**config.mk**
```make
export PLATFORM = sky130hd
export DESIGN_NAME = lidar_polar_to_cartesian_masker
export DESIGN_NICKNAME = d
export VERILOG_FILES = /design/src/rtl/lpcm_pkg.sv /design/src/rtl/lpcm_csr.sv /design/src/rtl/lpcm_cordic.sv /design/src/rtl/lidar_polar_to_cartesian_masker.sv
export SDC_FILE = /design/constraint.sdc
export NUM_CORES = 2
export LEC_CHECK = 0
export BUFFER_PORTS_ARGS = -buffer_cell sky130_fd_sc_hd__buf_2
export CAP_MARGIN = 20
export CORE_ASPECT_RATIO = 0.7
export CORE_UTILIZATION = 44
export DETAILED_ROUTE_END_ITERATION = 7
export PLACE_DENSITY_LB_ADDON = 0.3
export SYNTH_ARGS = -nofsm -noshare
export SYNTH_HDL_FRONTEND = slang
export SYNTH_SLANG_ARGS = --single-unit
```
**constraint.sdc**
```tcl
create_clock -name clock -period 8.5 [get_ports clock]
set_input_delay 0.425 -clock clock [delete_from_list [all_inputs] [get_ports clock]]
set_output_delay 0.425 -clock clock [all_outputs]
set_load 0.03 [all_outputs]
```
**src/rtl/lpcm_pkg.sv**
```systemverilog
// Shared types, constants and the arctangent table for the lidar point converter.
package lpcm_pkg;

   // Field widths of the item, result and register formats.
   localparam int RANGE_W     = 16;
   localparam int ANGLE_REG_W = 20;
   localparam int STEP_W      = 16;
   localparam int POSE_W      = 19;
   localparam int TAG_W       = 8;
   localparam int POINT_W     = 20;

   // Configuration port geometry: eight 32-bit registers at word addresses.
   localparam int CFG_AW = 5;
   localparam int CFG_DW = 32;

   // Rotation datapath geometry.
   localparam int ANGLE_Q_BITS = 24;   // fraction bits of the rotation angle, in degrees
   localparam int CORDIC_XY_W  = 36;   // Q16 millimetres with growth headroom
   localparam int CORDIC_Z_W   = 33;   // residual angle, holds +-135 degrees in Q24
   localparam int ATAN_IDX_W   = 5;
   localparam int ROUND_BITS   = 16;   // fraction bits dropped at the output

   // Inverse rotation gain in Q30; the range is pre-scaled by it.
   localparam int GAIN_Q_W    = 30;
   localparam logic [GAIN_Q_W-1:0] INV_GAIN_Q30 = 30'd652032874;
   localparam int GAIN_PROD_W = RANGE_W + GAIN_Q_W;
   localparam int GAIN_SHIFT  = 14;
   localparam int X0_W        = GAIN_PROD_W - GAIN_SHIFT;

   typedef enum logic [2:0] {
      REG_ANGLE_MIN    = 3'd0,
      REG_ANGLE_MAX    = 3'd1,
      REG_NEAR_LIMIT   = 3'd2,
      REG_FAR_LIMIT    = 3'd3,
      REG_POSE_X       = 3'd4,
      REG_POSE_Y       = 3'd5,
      REG_POSE_HEADING = 3'd6,
      REG_SENSOR_TAG   = 3'd7
   } reg_idx_type;

   typedef struct packed {
      logic        [RANGE_W-1:0]     range_mm;
      logic                          first_of_scan;
      logic signed [ANGLE_REG_W-1:0] scan_start_angle;
      logic signed [STEP_W-1:0]      angle_step;
   } req_type;

   typedef struct packed {
      logic signed [POINT_W-1:0] point_x_mm;
      logic signed [POINT_W-1:0] point_y_mm;
      logic        [TAG_W-1:0]   point_sensor;
   } rsp_type;

   typedef struct packed {
      logic signed [ANGLE_REG_W-1:0] angle_min;
      logic signed [ANGLE_REG_W-1:0] angle_max;
      logic        [RANGE_W-1:0]     near_limit_mm;
      logic        [RANGE_W-1:0]     far_limit_mm;
      logic signed [POSE_W-1:0]      pose_x_mm;
      logic signed [POSE_W-1:0]      pose_y_mm;
      logic signed [ANGLE_REG_W-1:0] pose_heading;
      logic        [TAG_W-1:0]       sensor_tag;
   } cfg_type;

   localparam cfg_type CFG_RESET = '{
      angle_min:     20'shA6000,
      angle_max:     20'sh5A000,
      near_limit_mm: 16'h0000,
      far_limit_mm:  16'hFFFF,
      pose_x_mm:     19'sh00000,
      pose_y_mm:     19'sh00000,
      pose_heading:  20'sh00000,
      sensor_tag:    8'h00
   };

   // Sequencer to rotation unit.
   typedef struct packed {
      logic start;
   } cordic_ctl_type;

   // Rotation unit to sequencer.
   typedef struct packed {
      logic busy;
      logic done;
   } cordic_sts_type;

   // Arctangent of 2^-idx in units of 2^-24 degree.
   function automatic logic signed [31:0] atan_q24(input logic [ATAN_IDX_W-1:0] idx);
      logic signed [31:0] val;
      case (idx)
         5'd0:    val = 32'sd754974720;
         5'd1:    val = 32'sd445687602;
         5'd2:    val = 32'sd235489088;
         5'd3:    val = 32'sd119537938;
         5'd4:    val = 32'sd60000934;
         5'd5:    val = 32'sd30029717;
         5'd6:    val = 32'sd15018523;
         5'd7:    val = 32'sd7509720;
         5'd8:    val = 32'sd3754917;
         5'd9:    val = 32'sd1877466;
         5'd10:   val = 32'sd938734;
         5'd11:   val = 32'sd469367;
         5'd12:   val = 32'sd234684;
         5'd13:   val = 32'sd117342;
         5'd14:   val = 32'sd58671;
         5'd15:   val = 32'sd29335;
         5'd16:   val = 32'sd14668;
         5'd17:   val = 32'sd7334;
         5'd18:   val = 32'sd3667;
         5'd19:   val = 32'sd1833;
         5'd20:   val = 32'sd917;
         5'd21:   val = 32'sd458;
         5'd22:   val = 32'sd229;
         5'd23:   val = 32'sd115;
         default: val = 32'sd0;
      endcase
      return val;
   endfunction

endpackage

```
**src/rtl/lpcm_csr.sv**
```systemverilog
// Configuration register file behind an APB-style write and read port.
module lpcm_csr (
   input  logic                          clock,
   input  logic                          reset,
   input  logic                          csr_psel,
   input  logic                          csr_penable,
   input  logic                          csr_pwrite,
   input  logic [lpcm_pkg::CFG_AW-1:0]   csr_paddr,
   input  logic [lpcm_pkg::CFG_DW-1:0]   csr_pwdata,
   output logic [lpcm_pkg::CFG_DW-1:0]   csr_prdata,
   output logic                          csr_pready,
   output lpcm_pkg::cfg_type             cfg
);
   import lpcm_pkg::*;

   cfg_type     cfg_ff;
   cfg_type     cfg_in;
   reg_idx_type reg_idx;
   logic        wr_en;

   // Registers sit on word addresses; the low address bits are ignored.
   assign reg_idx    = reg_idx_type'(csr_paddr[CFG_AW-1:2]);
   assign wr_en      = csr_psel && csr_penable && csr_pwrite;
   assign csr_pready = 1'b1;
   assign cfg        = cfg_ff;

   // Write decode: each register keeps only its own width.
   always_comb begin
      cfg_in = cfg_ff;
      if (wr_en) begin
         case (reg_idx)
            REG_ANGLE_MIN:    cfg_in.angle_min     = csr_pwdata[ANGLE_REG_W-1:0];
            REG_ANGLE_MAX:    cfg_in.angle_max     = csr_pwdata[ANGLE_REG_W-1:0];
            REG_NEAR_LIMIT:   cfg_in.near_limit_mm = csr_pwdata[RANGE_W-1:0];
            REG_FAR_LIMIT:    cfg_in.far_limit_mm  = csr_pwdata[RANGE_W-1:0];
            REG_POSE_X:       cfg_in.pose_x_mm     = csr_pwdata[POSE_W-1:0];
            REG_POSE_Y:       cfg_in.pose_y_mm     = csr_pwdata[POSE_W-1:0];
            REG_POSE_HEADING: cfg_in.pose_heading  = csr_pwdata[ANGLE_REG_W-1:0];
            REG_SENSOR_TAG:   cfg_in.sensor_tag    = csr_pwdata[TAG_W-1:0];
            default:          cfg_in = cfg_ff;
         endcase
      end
   end

   // Read mux returns the raw register bits, zero-extended.
   always_comb begin
      case (reg_idx)
         REG_ANGLE_MIN:    csr_prdata = {{(CFG_DW-ANGLE_REG_W){1'b0}}, cfg_ff.angle_min};
         REG_ANGLE_MAX:    csr_prdata = {{(CFG_DW-ANGLE_REG_W){1'b0}}, cfg_ff.angle_max};
         REG_NEAR_LIMIT:   csr_prdata = {{(CFG_DW-RANGE_W){1'b0}}, cfg_ff.near_limit_mm};
         REG_FAR_LIMIT:    csr_prdata = {{(CFG_DW-RANGE_W){1'b0}}, cfg_ff.far_limit_mm};
         REG_POSE_X:       csr_prdata = {{(CFG_DW-POSE_W){1'b0}}, cfg_ff.pose_x_mm};
         REG_POSE_Y:       csr_prdata = {{(CFG_DW-POSE_W){1'b0}}, cfg_ff.pose_y_mm};
         REG_POSE_HEADING: csr_prdata = {{(CFG_DW-ANGLE_REG_W){1'b0}}, cfg_ff.pose_heading};
         REG_SENSOR_TAG:   csr_prdata = {{(CFG_DW-TAG_W){1'b0}}, cfg_ff.sensor_tag};
         default:          csr_prdata = '0;
      endcase
   end

   always_ff @(posedge clock) begin
      if (reset) begin
         cfg_ff <= CFG_RESET;
      end else begin
         cfg_ff <= cfg_in;
      end
   end

endmodule

```
**src/rtl/lpcm_cordic.sv**
```systemverilog
// Iterative rotation-mode CORDIC: one shift-add micro-rotation per cycle.
module lpcm_cordic #(
   parameter int ITERS = 16
) (
   input  logic                                      clock,
   input  logic                                      reset,
   input  lpcm_pkg::cordic_ctl_type                  ctl,
   output lpcm_pkg::cordic_sts_type                  sts,
   input  logic signed [lpcm_pkg::CORDIC_XY_W-1:0]   x_start,
   input  logic signed [lpcm_pkg::CORDIC_Z_W-1:0]    z_start,
   output logic signed [lpcm_pkg::CORDIC_XY_W-1:0]   x_out,
   output logic signed [lpcm_pkg::CORDIC_XY_W-1:0]   y_out
);
   import lpcm_pkg::*;

   localparam int CNT_W = $clog2(ITERS);

   logic signed [CORDIC_XY_W-1:0] x_ff, x_in, y_ff, y_in;
   logic signed [CORDIC_Z_W-1:0]  z_ff, z_in;
   logic        [CNT_W-1:0]       cnt_ff, cnt_in;
   logic                          busy_ff, busy_in, done_ff, done_in;
   logic signed [CORDIC_XY_W-1:0] dx, dy;
   logic signed [CORDIC_Z_W-1:0]  step_angle;

   // Shifted cross terms and the table angle for the current iteration.
   assign dx         = y_ff >>> cnt_ff;
   assign dy         = x_ff >>> cnt_ff;
   assign step_angle = CORDIC_Z_W'(atan_q24(ATAN_IDX_W'(cnt_ff)));

   assign sts.busy = busy_ff;
   assign sts.done = done_ff;
   assign x_out    = x_ff;
   assign y_out    = y_ff;

   // Load on start, then rotate toward a zero residual angle.
   always_comb begin
      x_in    = x_ff;
      y_in    = y_ff;
      z_in    = z_ff;
      cnt_in  = cnt_ff;
      busy_in = busy_ff;
      done_in = 1'b0;
      if (ctl.start) begin
         x_in    = x_start;
         y_in    = '0;
         z_in    = z_start;
         cnt_in  = '0;
         busy_in = 1'b1;
      end else if (busy_ff) begin
         if (!z_ff[CORDIC_Z_W-1]) begin
            x_in = x_ff - dx;
            y_in = y_ff + dy;
            z_in = z_ff - step_angle;
         end else begin
            x_in = x_ff + dx;
            y_in = y_ff - dy;
            z_in = z_ff + step_angle;
         end
         if (cnt_ff == CNT_W'(ITERS - 1)) begin
            busy_in = 1'b0;
            done_in = 1'b1;
         end else begin
            cnt_in = cnt_ff + 1'b1;
         end
      end
   end

   always_ff @(posedge clock) begin
      if (reset) begin
         busy_ff <= 1'b0;
         done_ff <= 1'b0;
         cnt_ff  <= '0;
      end else begin
         busy_ff <= busy_in;
         done_ff <= done_in;
         cnt_ff  <= cnt_in;
      end
   end

   // Datapath registers need no reset.
   always_ff @(posedge clock) begin
      x_ff <= x_in;
      y_ff <= y_in;
      z_ff <= z_in;
   end

endmodule

```
**src/rtl/lidar_polar_to_cartesian_masker.sv**
```systemverilog
// Lidar range sample to world point converter with angle and range masking.
//
// Items arrive on the req_ channel (valid/ready), one range sample each. A
// sample flagged first_of_scan loads the beam angle from its start angle;
// every other sample adds its angle step. The beam angle saturates at
// +-360 degrees. Samples with zero range or outside the configured angle
// and near/far windows give no result. A kept sample becomes one point on
// the rsp_ channel: rotated by the heading, offset by the pose, tagged.
//
// Sequence: a dropped sample returns to idle straight after the check state. A
// kept sample passes the check state, the M steps of the heading-wrap reduction
// (4 at ANGLE_FRAC_BITS = 10), the fold, the rotation, the rounding and the
// output state before rsp_valid rises. A new item is taken in the cycle the
// point appears, so the block works on one sample at a time. The rotation is
// done by the single CORDIC unit, which does one micro-rotation a cycle.
//
// Reset clears the beam angle to zero, loads the register defaults and
// empties the output register. The point waits in the output register while
// the receiver stalls; the next sample may already be accepted and worked
// on, but its point is held back until the output register is free.
module lidar_polar_to_cartesian_masker #(
   parameter int ANGLE_FRAC_BITS = 10,
   parameter int TRIG_ITERATIONS = 16
) (
   input  logic                          clock,
   input  logic                          reset,
   input  logic                          req_valid,
   output logic                          req_ready,
   input  lpcm_pkg::req_type             req_data,
   output logic                          rsp_valid,
   input  logic                          rsp_ready,
   output lpcm_pkg::rsp_type             rsp_data,
   input  logic                          csr_psel,
   input  logic                          csr_penable,
   input  logic                          csr_pwrite,
   input  logic [lpcm_pkg::CFG_AW-1:0]   csr_paddr,
   input  logic [lpcm_pkg::CFG_DW-1:0]   csr_pwdata,
   output logic [lpcm_pkg::CFG_DW-1:0]   csr_prdata,
   output logic                          csr_pready
);
   import lpcm_pkg::*;

   // Angle geometry in units of 2^-ANGLE_FRAC_BITS degree.
   localparam int FULL      = 360 * (2 ** ANGLE_FRAC_BITS);
   localparam int HALF      = FULL / 2;
   localparam int QUARTER   = FULL / 4;
   localparam int THREE_Q   = 3 * QUARTER;
   localparam int ANGLE_W   = ANGLE_FRAC_BITS + 10;
   localparam int SUM_W     = ((ANGLE_W > ANGLE_REG_W) ? ANGLE_W : ANGLE_REG_W) + 1;
   // The heading wrap: bias the sum positive, then subtract FULL << k for
   // k from MOD_TOP down to zero.
   localparam int HEAD_SPAN = 2 ** (ANGLE_REG_W - 1);
   localparam int WRAPS     = 1 + (HEAD_SPAN + FULL - 1) / FULL;
   localparam int MOD_TOP   = $clog2(2 * WRAPS);
   localparam int MOD_W     = $clog2(FULL * (2 ** (MOD_TOP + 1))) + 2;
   localparam int MODK_W    = $clog2(MOD_TOP + 1);
   // Output rounding and saturation.
   localparam int RND_W     = CORDIC_XY_W + 1;
   localparam int FIN_W     = RND_W - ROUND_BITS + 1;
   localparam int POINT_MAX = 2 ** (POINT_W - 1) - 1;
   localparam int POINT_MIN = -(2 ** (POINT_W - 1));

   typedef enum logic [2:0] {
      S_IDLE,
      S_CHECK,
      S_MOD,
      S_FOLD,
      S_ROT,
      S_RND,
      S_OUT
   } state_type;

   cfg_type                     cfg;
   cordic_ctl_type              cordic_ctl;
   cordic_sts_type              cordic_sts;

   state_type                   state_ff, state_in;
   logic signed [ANGLE_W-1:0]   beam_ff, beam_in;
   logic                        rsp_valid_ff, rsp_valid_in;
   rsp_type                     rsp_ff, rsp_in;

   logic        [RANGE_W-1:0]   range_ff, range_in;
   logic signed [MOD_W-1:0]     wrap_ff, wrap_in;
   logic        [MODK_W-1:0]    k_ff, k_in;
   logic        [X0_W-1:0]      x0_ff, x0_in;
   logic                        neg_ff, neg_in;
   logic signed [RND_W-1:0]     xr_ff, xr_in, yr_ff, yr_in;

   logic                        accept;
   logic signed [SUM_W-1:0]     beam_sum;
   logic                        angle_ok, range_ok;
   logic        [GAIN_PROD_W-1:0] gain_prod;
   logic signed [MOD_W-1:0]     wrap_sub;
   logic signed [MOD_W-1:0]     fold_angle;
   logic                        fold_neg;
   logic signed [CORDIC_XY_W-1:0] x_start, cx, cy;
   logic signed [CORDIC_Z_W-1:0]  z_start;
   logic signed [FIN_W-1:0]     fin_x, fin_y;
   logic                        out_free;

   function automatic logic signed [POINT_W-1:0] sat_point(input logic signed [FIN_W-1:0] v);
      logic signed [POINT_W-1:0] r;
      if (v > FIN_W'(POINT_MAX)) begin
         r = POINT_W'(POINT_MAX);
      end else if (v < FIN_W'(POINT_MIN)) begin
         r = POINT_W'(POINT_MIN);
      end else begin
         r = v[POINT_W-1:0];
      end
      return r;
   endfunction

   lpcm_csr u_csr (
      .clock       (clock),
      .reset       (reset),
      .csr_psel    (csr_psel),
      .csr_penable (csr_penable),
      .csr_pwrite  (csr_pwrite),
      .csr_paddr   (csr_paddr),
      .csr_pwdata  (csr_pwdata),
      .csr_prdata  (csr_prdata),
      .csr_pready  (csr_pready),
      .cfg         (cfg)
   );

   lpcm_cordic #(
      .ITERS (TRIG_ITERATIONS)
   ) u_cordic (
      .clock   (clock),
      .reset   (reset),
      .ctl     (cordic_ctl),
      .sts     (cordic_sts),
      .x_start (x_start),
      .z_start (z_start),
      .x_out   (cx),
      .y_out   (cy)
   );

   assign req_ready = (state_ff == S_IDLE) && !reset;
   assign accept    = req_valid && req_ready;
   assign rsp_valid = rsp_valid_ff;
   assign rsp_data  = rsp_ff;
   assign out_free  = !rsp_valid_ff || rsp_ready;

   // Beam angle update: load or step; the sequencer saturates the sum to a full turn.
   always_comb begin
      if (req_data.first_of_scan) begin
         beam_sum = SUM_W'(req_data.scan_start_angle);
      end else begin
         beam_sum = SUM_W'(beam_ff) + SUM_W'(req_data.angle_step);
      end
   end

   // Masking tests against the register windows (inclusive bounds).
   assign angle_ok = (SUM_W'(beam_ff) >= SUM_W'(cfg.angle_min)) &&
                     (SUM_W'(beam_ff) <= SUM_W'(cfg.angle_max));
   assign range_ok = (range_ff != '0) &&
                     (range_ff >= cfg.near_limit_mm) &&
                     (range_ff <= cfg.far_limit_mm);

   // Pre-scale of the range by the inverse rotation gain.
   assign gain_prod = GAIN_PROD_W'(range_ff) * GAIN_PROD_W'(INV_GAIN_Q30);

   // One restoring step of the heading-wrap reduction.
   assign wrap_sub = wrap_ff - (MOD_W'(FULL) << k_ff);

   // Fold the wrapped angle into +-90 degrees; the middle half negates.
   always_comb begin
      if (wrap_ff <= MOD_W'(QUARTER)) begin
         fold_angle = wrap_ff;
         fold_neg   = 1'b0;
      end else if (wrap_ff < MOD_W'(THREE_Q)) begin
         fold_angle = wrap_ff - MOD_W'(HALF);
         fold_neg   = 1'b1;
      end else begin
         fold_angle = wrap_ff - MOD_W'(FULL);
         fold_neg   = 1'b0;
      end
   end

   assign z_start          = CORDIC_Z_W'(fold_angle) <<< (ANGLE_Q_BITS - ANGLE_FRAC_BITS);
   assign x_start          = {{(CORDIC_XY_W - X0_W){1'b0}}, x0_ff};
   assign cordic_ctl.start = (state_ff == S_FOLD);

   // Drop the Q16 fraction and add the pose offset.
   assign fin_x = FIN_W'(xr_ff >>> ROUND_BITS) + FIN_W'(cfg.pose_x_mm);
   assign fin_y = FIN_W'(yr_ff >>> ROUND_BITS) + FIN_W'(cfg.pose_y_mm);

   // Sequencer.
   always_comb begin
      state_in     = state_ff;
      beam_in      = beam_ff;
      rsp_valid_in = rsp_valid_ff && !rsp_ready;
      rsp_in       = rsp_ff;
      range_in     = range_ff;
      wrap_in      = wrap_ff;
      k_in         = k_ff;
      x0_in        = x0_ff;
      neg_in       = neg_ff;
      xr_in        = xr_ff;
      yr_in        = yr_ff;
      case (state_ff)
         S_IDLE: begin
            if (accept) begin
               if (beam_sum > SUM_W'(FULL)) begin
                  beam_in = ANGLE_W'(FULL);
               end else if (beam_sum < SUM_W'(-FULL)) begin
                  beam_in = ANGLE_W'(-FULL);
               end else begin
                  beam_in = beam_sum[ANGLE_W-1:0];
               end
               range_in = req_data.range_mm;
               state_in = S_CHECK;
            end
         end
         S_CHECK: begin
            x0_in   = gain_prod[GAIN_PROD_W-1:GAIN_SHIFT];
            wrap_in = MOD_W'(beam_ff) + MOD_W'(cfg.pose_heading) + MOD_W'(WRAPS * FULL);
            k_in    = MODK_W'(MOD_TOP);
            if (angle_ok && range_ok) begin
               state_in = S_MOD;
            end else begin
               state_in = S_IDLE;
            end
         end
         S_MOD: begin
            if (!wrap_sub[MOD_W-1]) begin
               wrap_in = wrap_sub;
            end
            if (k_ff == '0) begin
               state_in = S_FOLD;
            end else begin
               k_in = k_ff - 1'b1;
            end
         end
         S_FOLD: begin
            neg_in   = fold_neg;
            state_in = S_ROT;
         end
         S_ROT: begin
            if (cordic_sts.done) begin
               state_in = S_RND;
            end
         end
         S_RND: begin
            if (neg_ff) begin
               xr_in = RND_W'(2 ** (ROUND_BITS - 1)) - RND_W'(cx);
               yr_in = RND_W'(2 ** (ROUND_BITS - 1)) - RND_W'(cy);
            end else begin
               xr_in = RND_W'(cx) + RND_W'(2 ** (ROUND_BITS - 1));
               yr_in = RND_W'(cy) + RND_W'(2 ** (ROUND_BITS - 1));
            end
            state_in = S_OUT;
         end
         S_OUT: begin
            if (out_free) begin
               rsp_in.point_x_mm   = sat_point(fin_x);
               rsp_in.point_y_mm   = sat_point(fin_y);
               rsp_in.point_sensor = cfg.sensor_tag;
               rsp_valid_in        = 1'b1;
               state_in            = S_IDLE;
            end
         end
         default: begin
            state_in = S_IDLE;
         end
      endcase
   end

   // State, beam angle and the output register.
   always_ff @(posedge clock) begin
      if (reset) begin
         state_ff     <= S_IDLE;
         beam_ff      <= '0;
         rsp_valid_ff <= 1'b0;
      end else begin
         state_ff     <= state_in;
         beam_ff      <= beam_in;
         rsp_valid_ff <= rsp_valid_in;
         rsp_ff       <= rsp_in;
      end
   end

   // Working registers of the current item.
   always_ff @(posedge clock) begin
      range_ff <= range_in;
      wrap_ff  <= wrap_in;
      k_ff     <= k_in;
      x0_ff    <= x0_in;
      neg_ff   <= neg_in;
      xr_ff    <= xr_in;
      yr_ff    <= yr_in;
   end

endmodule

```
==> summary.txt <==
Synth
  • Post-synth EDFFs: approximately 220
  • Area leader, netlist: edfxtp_1
  • Share of the synthesized area in the top cell type: 14.5%
  • Ys flop type: dfxtp_1
  • Yosys warning count: 0
  • Synth area leaders: edfxtp_1, ha_1, dfxtp_1
  • Netlist cell types: 106
  • Sequential area share after synthesis: around a quarter
  • Share of flip-flops with an asynchronous set or reset: 0%
  • #FFs+latches synth: 469
  • Netlist Area Pre-Place: 0.0448 mm^2
  • Post-synthesis average cell area: a little under 9 um^2
  • Cell count after synthesis: 5092

Detailed routing
  • DR pass1 iterations: 8
  • Vias/cell: approximately 5.9
  • Wirelength, routed: about 140 mm
  • Final antenna-violating net count: 0
  • Initial DRC count: ~4400
  • Via count: around 38000
  • WL per Instance: ~21 um
  • # DRC: 28

Critical path
  • Crit path DAT: around 8.1 ns
  • Worst path cell trace: ha_1 > xor2_1 > ha_1 > a21o_1 > inv_1 > fa_1 > inv_1 > fa_1 > fa_1 > inv_1 > fa_1 > inv_1 > ha_1 > nand2_1 > or4_1 > a31oi_1 > a21oi_1 > o311ai_0 > and3_1 > a311o_1 > a21oi_1 > xnor2_1
  • RR Startpoint: range_ff[14]$_DFFE_PP_
  • Crit Path Max Fanout: 13
  • CP Capture Type: flop
  • WS Path Type: flop to flop
  • Reg2Reg Setup Slack: a little under 0.8 ns
  • CP max stage cell: edfxtp_1
  • R2R depth: 22
  • Critical path startpoint: range_ff[14]$_DFFE_PP_
  • R2R Path End: x0_ff[31]$_DFFE_PP_
  • Crit start category: flop
  • Worst path required time: roughly 8.9 ns
  • Critical path's largest stage delay: slightly above 0.8 ns

Timing
  • Setup tns final: 0 ns
  • Fmax: roughly 130 MHz
  • Hold slack: between 0.03 and 0.04 ns
  • Worst-Margin Slew: between 1 and 1.5 ns
  • Final Skew: about 0.07 ns
  • Fin crit period: 7.72 ns
  • RSZ-0062 raised after global routing: no
  • Relative slew slack: between 20% and 30%
  • Count of final max-slew check failures: 0
  • Fin crit share: slightly above 90%
  • Final setup fails: 0
  • Final hold violations: 0
  • Final setup margin: 0.778 ns

Cells and area
  • Final core occ: between 40% and 50%
  • Post-route cell area: 0.0484 mm^2
  • Final Non-Filler Cells: about 6500
  • Nets: approximately 5900
  • Fillers: about 9600
  • Area growth syn-to-layout: 7.94%
  • Share of post-route cells with drive strength above 1: under 10%

Global routing
  • Grt ovf: 0
  • First-pass GRT wire length: between 200 and 250 mm
  • Total Routing Usage GR: a little over a quarter
  • Pin count of the biggest net entering global routing: 94
  • Initial antenna violation count: 1
  • Vias in the first global route: roughly 35000

Clock network
  • Hold buffers post-CTS: 16
  • Worst skew pair latency: just under 0.7 ns
  • CTS clk-pin slew, worst paths: around 0.07 ns
  • TritonCTS Buffers: 50
  • CTS root buffer: clkbuf_16
  • TritonCTS clock tree: yes
  • Post-CTS sizing: 0
  • CTS Sinks: 469
  • Post-CTS setup buffer count: 0
  • Max Root-Sink Buffers: 3
  • H-tree Lvls: 2

Power
  • Cell Pwr Density: ~290 mW/mm^2
  • Flop pwr share: between 20 and 30%
  • Worst VDD drop: 0.356 mV
  • Leakage power: approximately 21 nW
  • Combinational Power Share: between 50% and 60%
  • P_sw: ~6 mW
  • Clock power frac: 17.1%
  • Internal power: ~7.7 mW
  • Switching share of power: a little over two fifths
  • Overall Power: 13.8 mW

Placed design
  • PortBufs: approximately 150
  • Placed cell count: roughly 6400
  • Dpl cell area: approximately 0.046 mm^2
  • RD Place Congestion: around 0.97
  • Pre-CTS WS: between 0.8 and 0.9 ns
  • Post-DP HPWL: 106 mm

Floorplanning
  • Die area: between 0.1 and 0.15 mm^2
  • Cell Rows: just under 100
  • Chip width: between 300 and 400 um
  • Die Height: ~270 um
  • Io pins: 180
  • Area of the core: 0.100 mm^2
  • Starting Density: between 40 and 50%

Worst hold path
  • HP Start: csr_pwdata[19]
  • Hold Path End: u_csr.cfg[137]$_SDFFE_PP1P_
  • HP Class: input pin to flop
  • Hold depth: 2

Run status
  • Status: finished, violations left
  • Violated checks: design-rule violations

Job
  • Max Cap Viol: 0
## worst max-delay path: cells and delay by family, from the launching register on
kind            cells  cell delay (ns)
buf+inv             4             0.29
simple gates        3             0.97
flops               1             0.82
compound gates      6             1.74
xor+xnor            2             0.48
fa+ha+maj           7             3.14
## worst max-delay path by stage
stage                                endpoint  cells past startpoint
after floorplan           x0_ff[31]$_DFFE_PP_                     23
after global placement    x0_ff[31]$_DFFE_PP_                     22
after detailed placement  x0_ff[31]$_DFFE_PP_                     22
after CTS                 x0_ff[31]$_DFFE_PP_                     22
after global routing      x0_ff[31]$_DFFE_PP_                     22
final                     x0_ff[31]$_DFFE_PP_                     22
## cell usage after synthesis, types with 77 or more instances
library cell,n
inv_1,477
a21o_1,113
dfxtp_1,252
nor3_1,89
edfxtp_1,217
clkbuf_1,159
o21a_1,77
xor2_1,126
mux2i_1,131
a21oi_1,456
xnor2_1,179
nor2_1,367
ha_1,482
fa_1,180
nand2_1,534
o21ai_0,255
## sequential cells by signal, indices dropped and copies added, names as in the netlist, 25 cells and up
| signal | flops |
|---|---|
| u_cordic.step_angle | 30 |
| u_cordic.y_out | 36 |
| x0_ff | 32 |
| u_cordic.x_out | 36 |
| u_cordic.z_ff | 33 |
| u_csr.cfg | 138 |
| rsp_data | 48 |
| wrap_ff | 25 |
## per-layer routing
| metal | GRT usage [%] | share of wire [%] | vias to the layer above |
|---|---|---|---|
| li1 | - | - | 18100 |
| met1 | 40.5 | 48 | 18300 |
| met2 | 36.0 | 39 | 1603 |
| met3 | 6.55 | 10 | 155 |
| met4 | 5.73 | 2.1 | 2 |
| met5 | 0 | 0.0080 | - |
## power groups by stage
stage	Clock [mW]	Sequential (mW)	Combinational, mW
6_report	2.35	3.48	7.97
5_1_grt	2.47	3.50	9.11
4_1_cts	2.38	3.45	7.97
3_5_place_dp	0	3.50	7.89
3_3_place_gp	0	3.49	7.77
2_1_floorplan	0	3.17	6.28
## cell usage in the layout, fill, tap and decap left out, types with 179 or more instances in the layout
master and count:
a21oi_1 456, dfxtp_1 247, edfxtp_1 217, fa_1 180
ha_1 482, inv_1 474, nand2_1 534, nor2_1 366
o21ai_0 254, xnor2_1 179
## area by class of cell
| class | count | area [um^2] | share of cell area [%] |
|---|---|---|---|
| diodes | 1 | 2.50 | 0.00517 |
| clock buffers | 69 | 1430 | 2.96 |
| clock inverters | 25 | 295 | 0.610 |
| inverters | 482 | 1810 | 3.74 |
| multi-input cells | 3909 | 30300 | 62.7 |
| flip-flops and latches | 469 | 11600 | 23.9 |
| well taps | 1336 | 1670 | 3.45 |
| repair buffers | 213 | 1290 | 2.67 |
## cells by family after synthesis
| family | after synthesis | share of synthesized area (%) |
|---|---|---|
| adder cells (fa/ha/maj) | 662 | 21.5 |
| buffers and inverters | 725 | 6.74 |
| AO/OA/AOI/OAI | 1298 | 18.3 |
| XOR/XNOR | 305 | 5.96 |
| other | 2 | 0.0167 |
| multiplexers | 237 | 7.38 |
| AND/OR/NAND/NOR | 1394 | 14.4 |
| flip-flops | 469 | 25.8 |
Power figures use the tool's default switching activity.
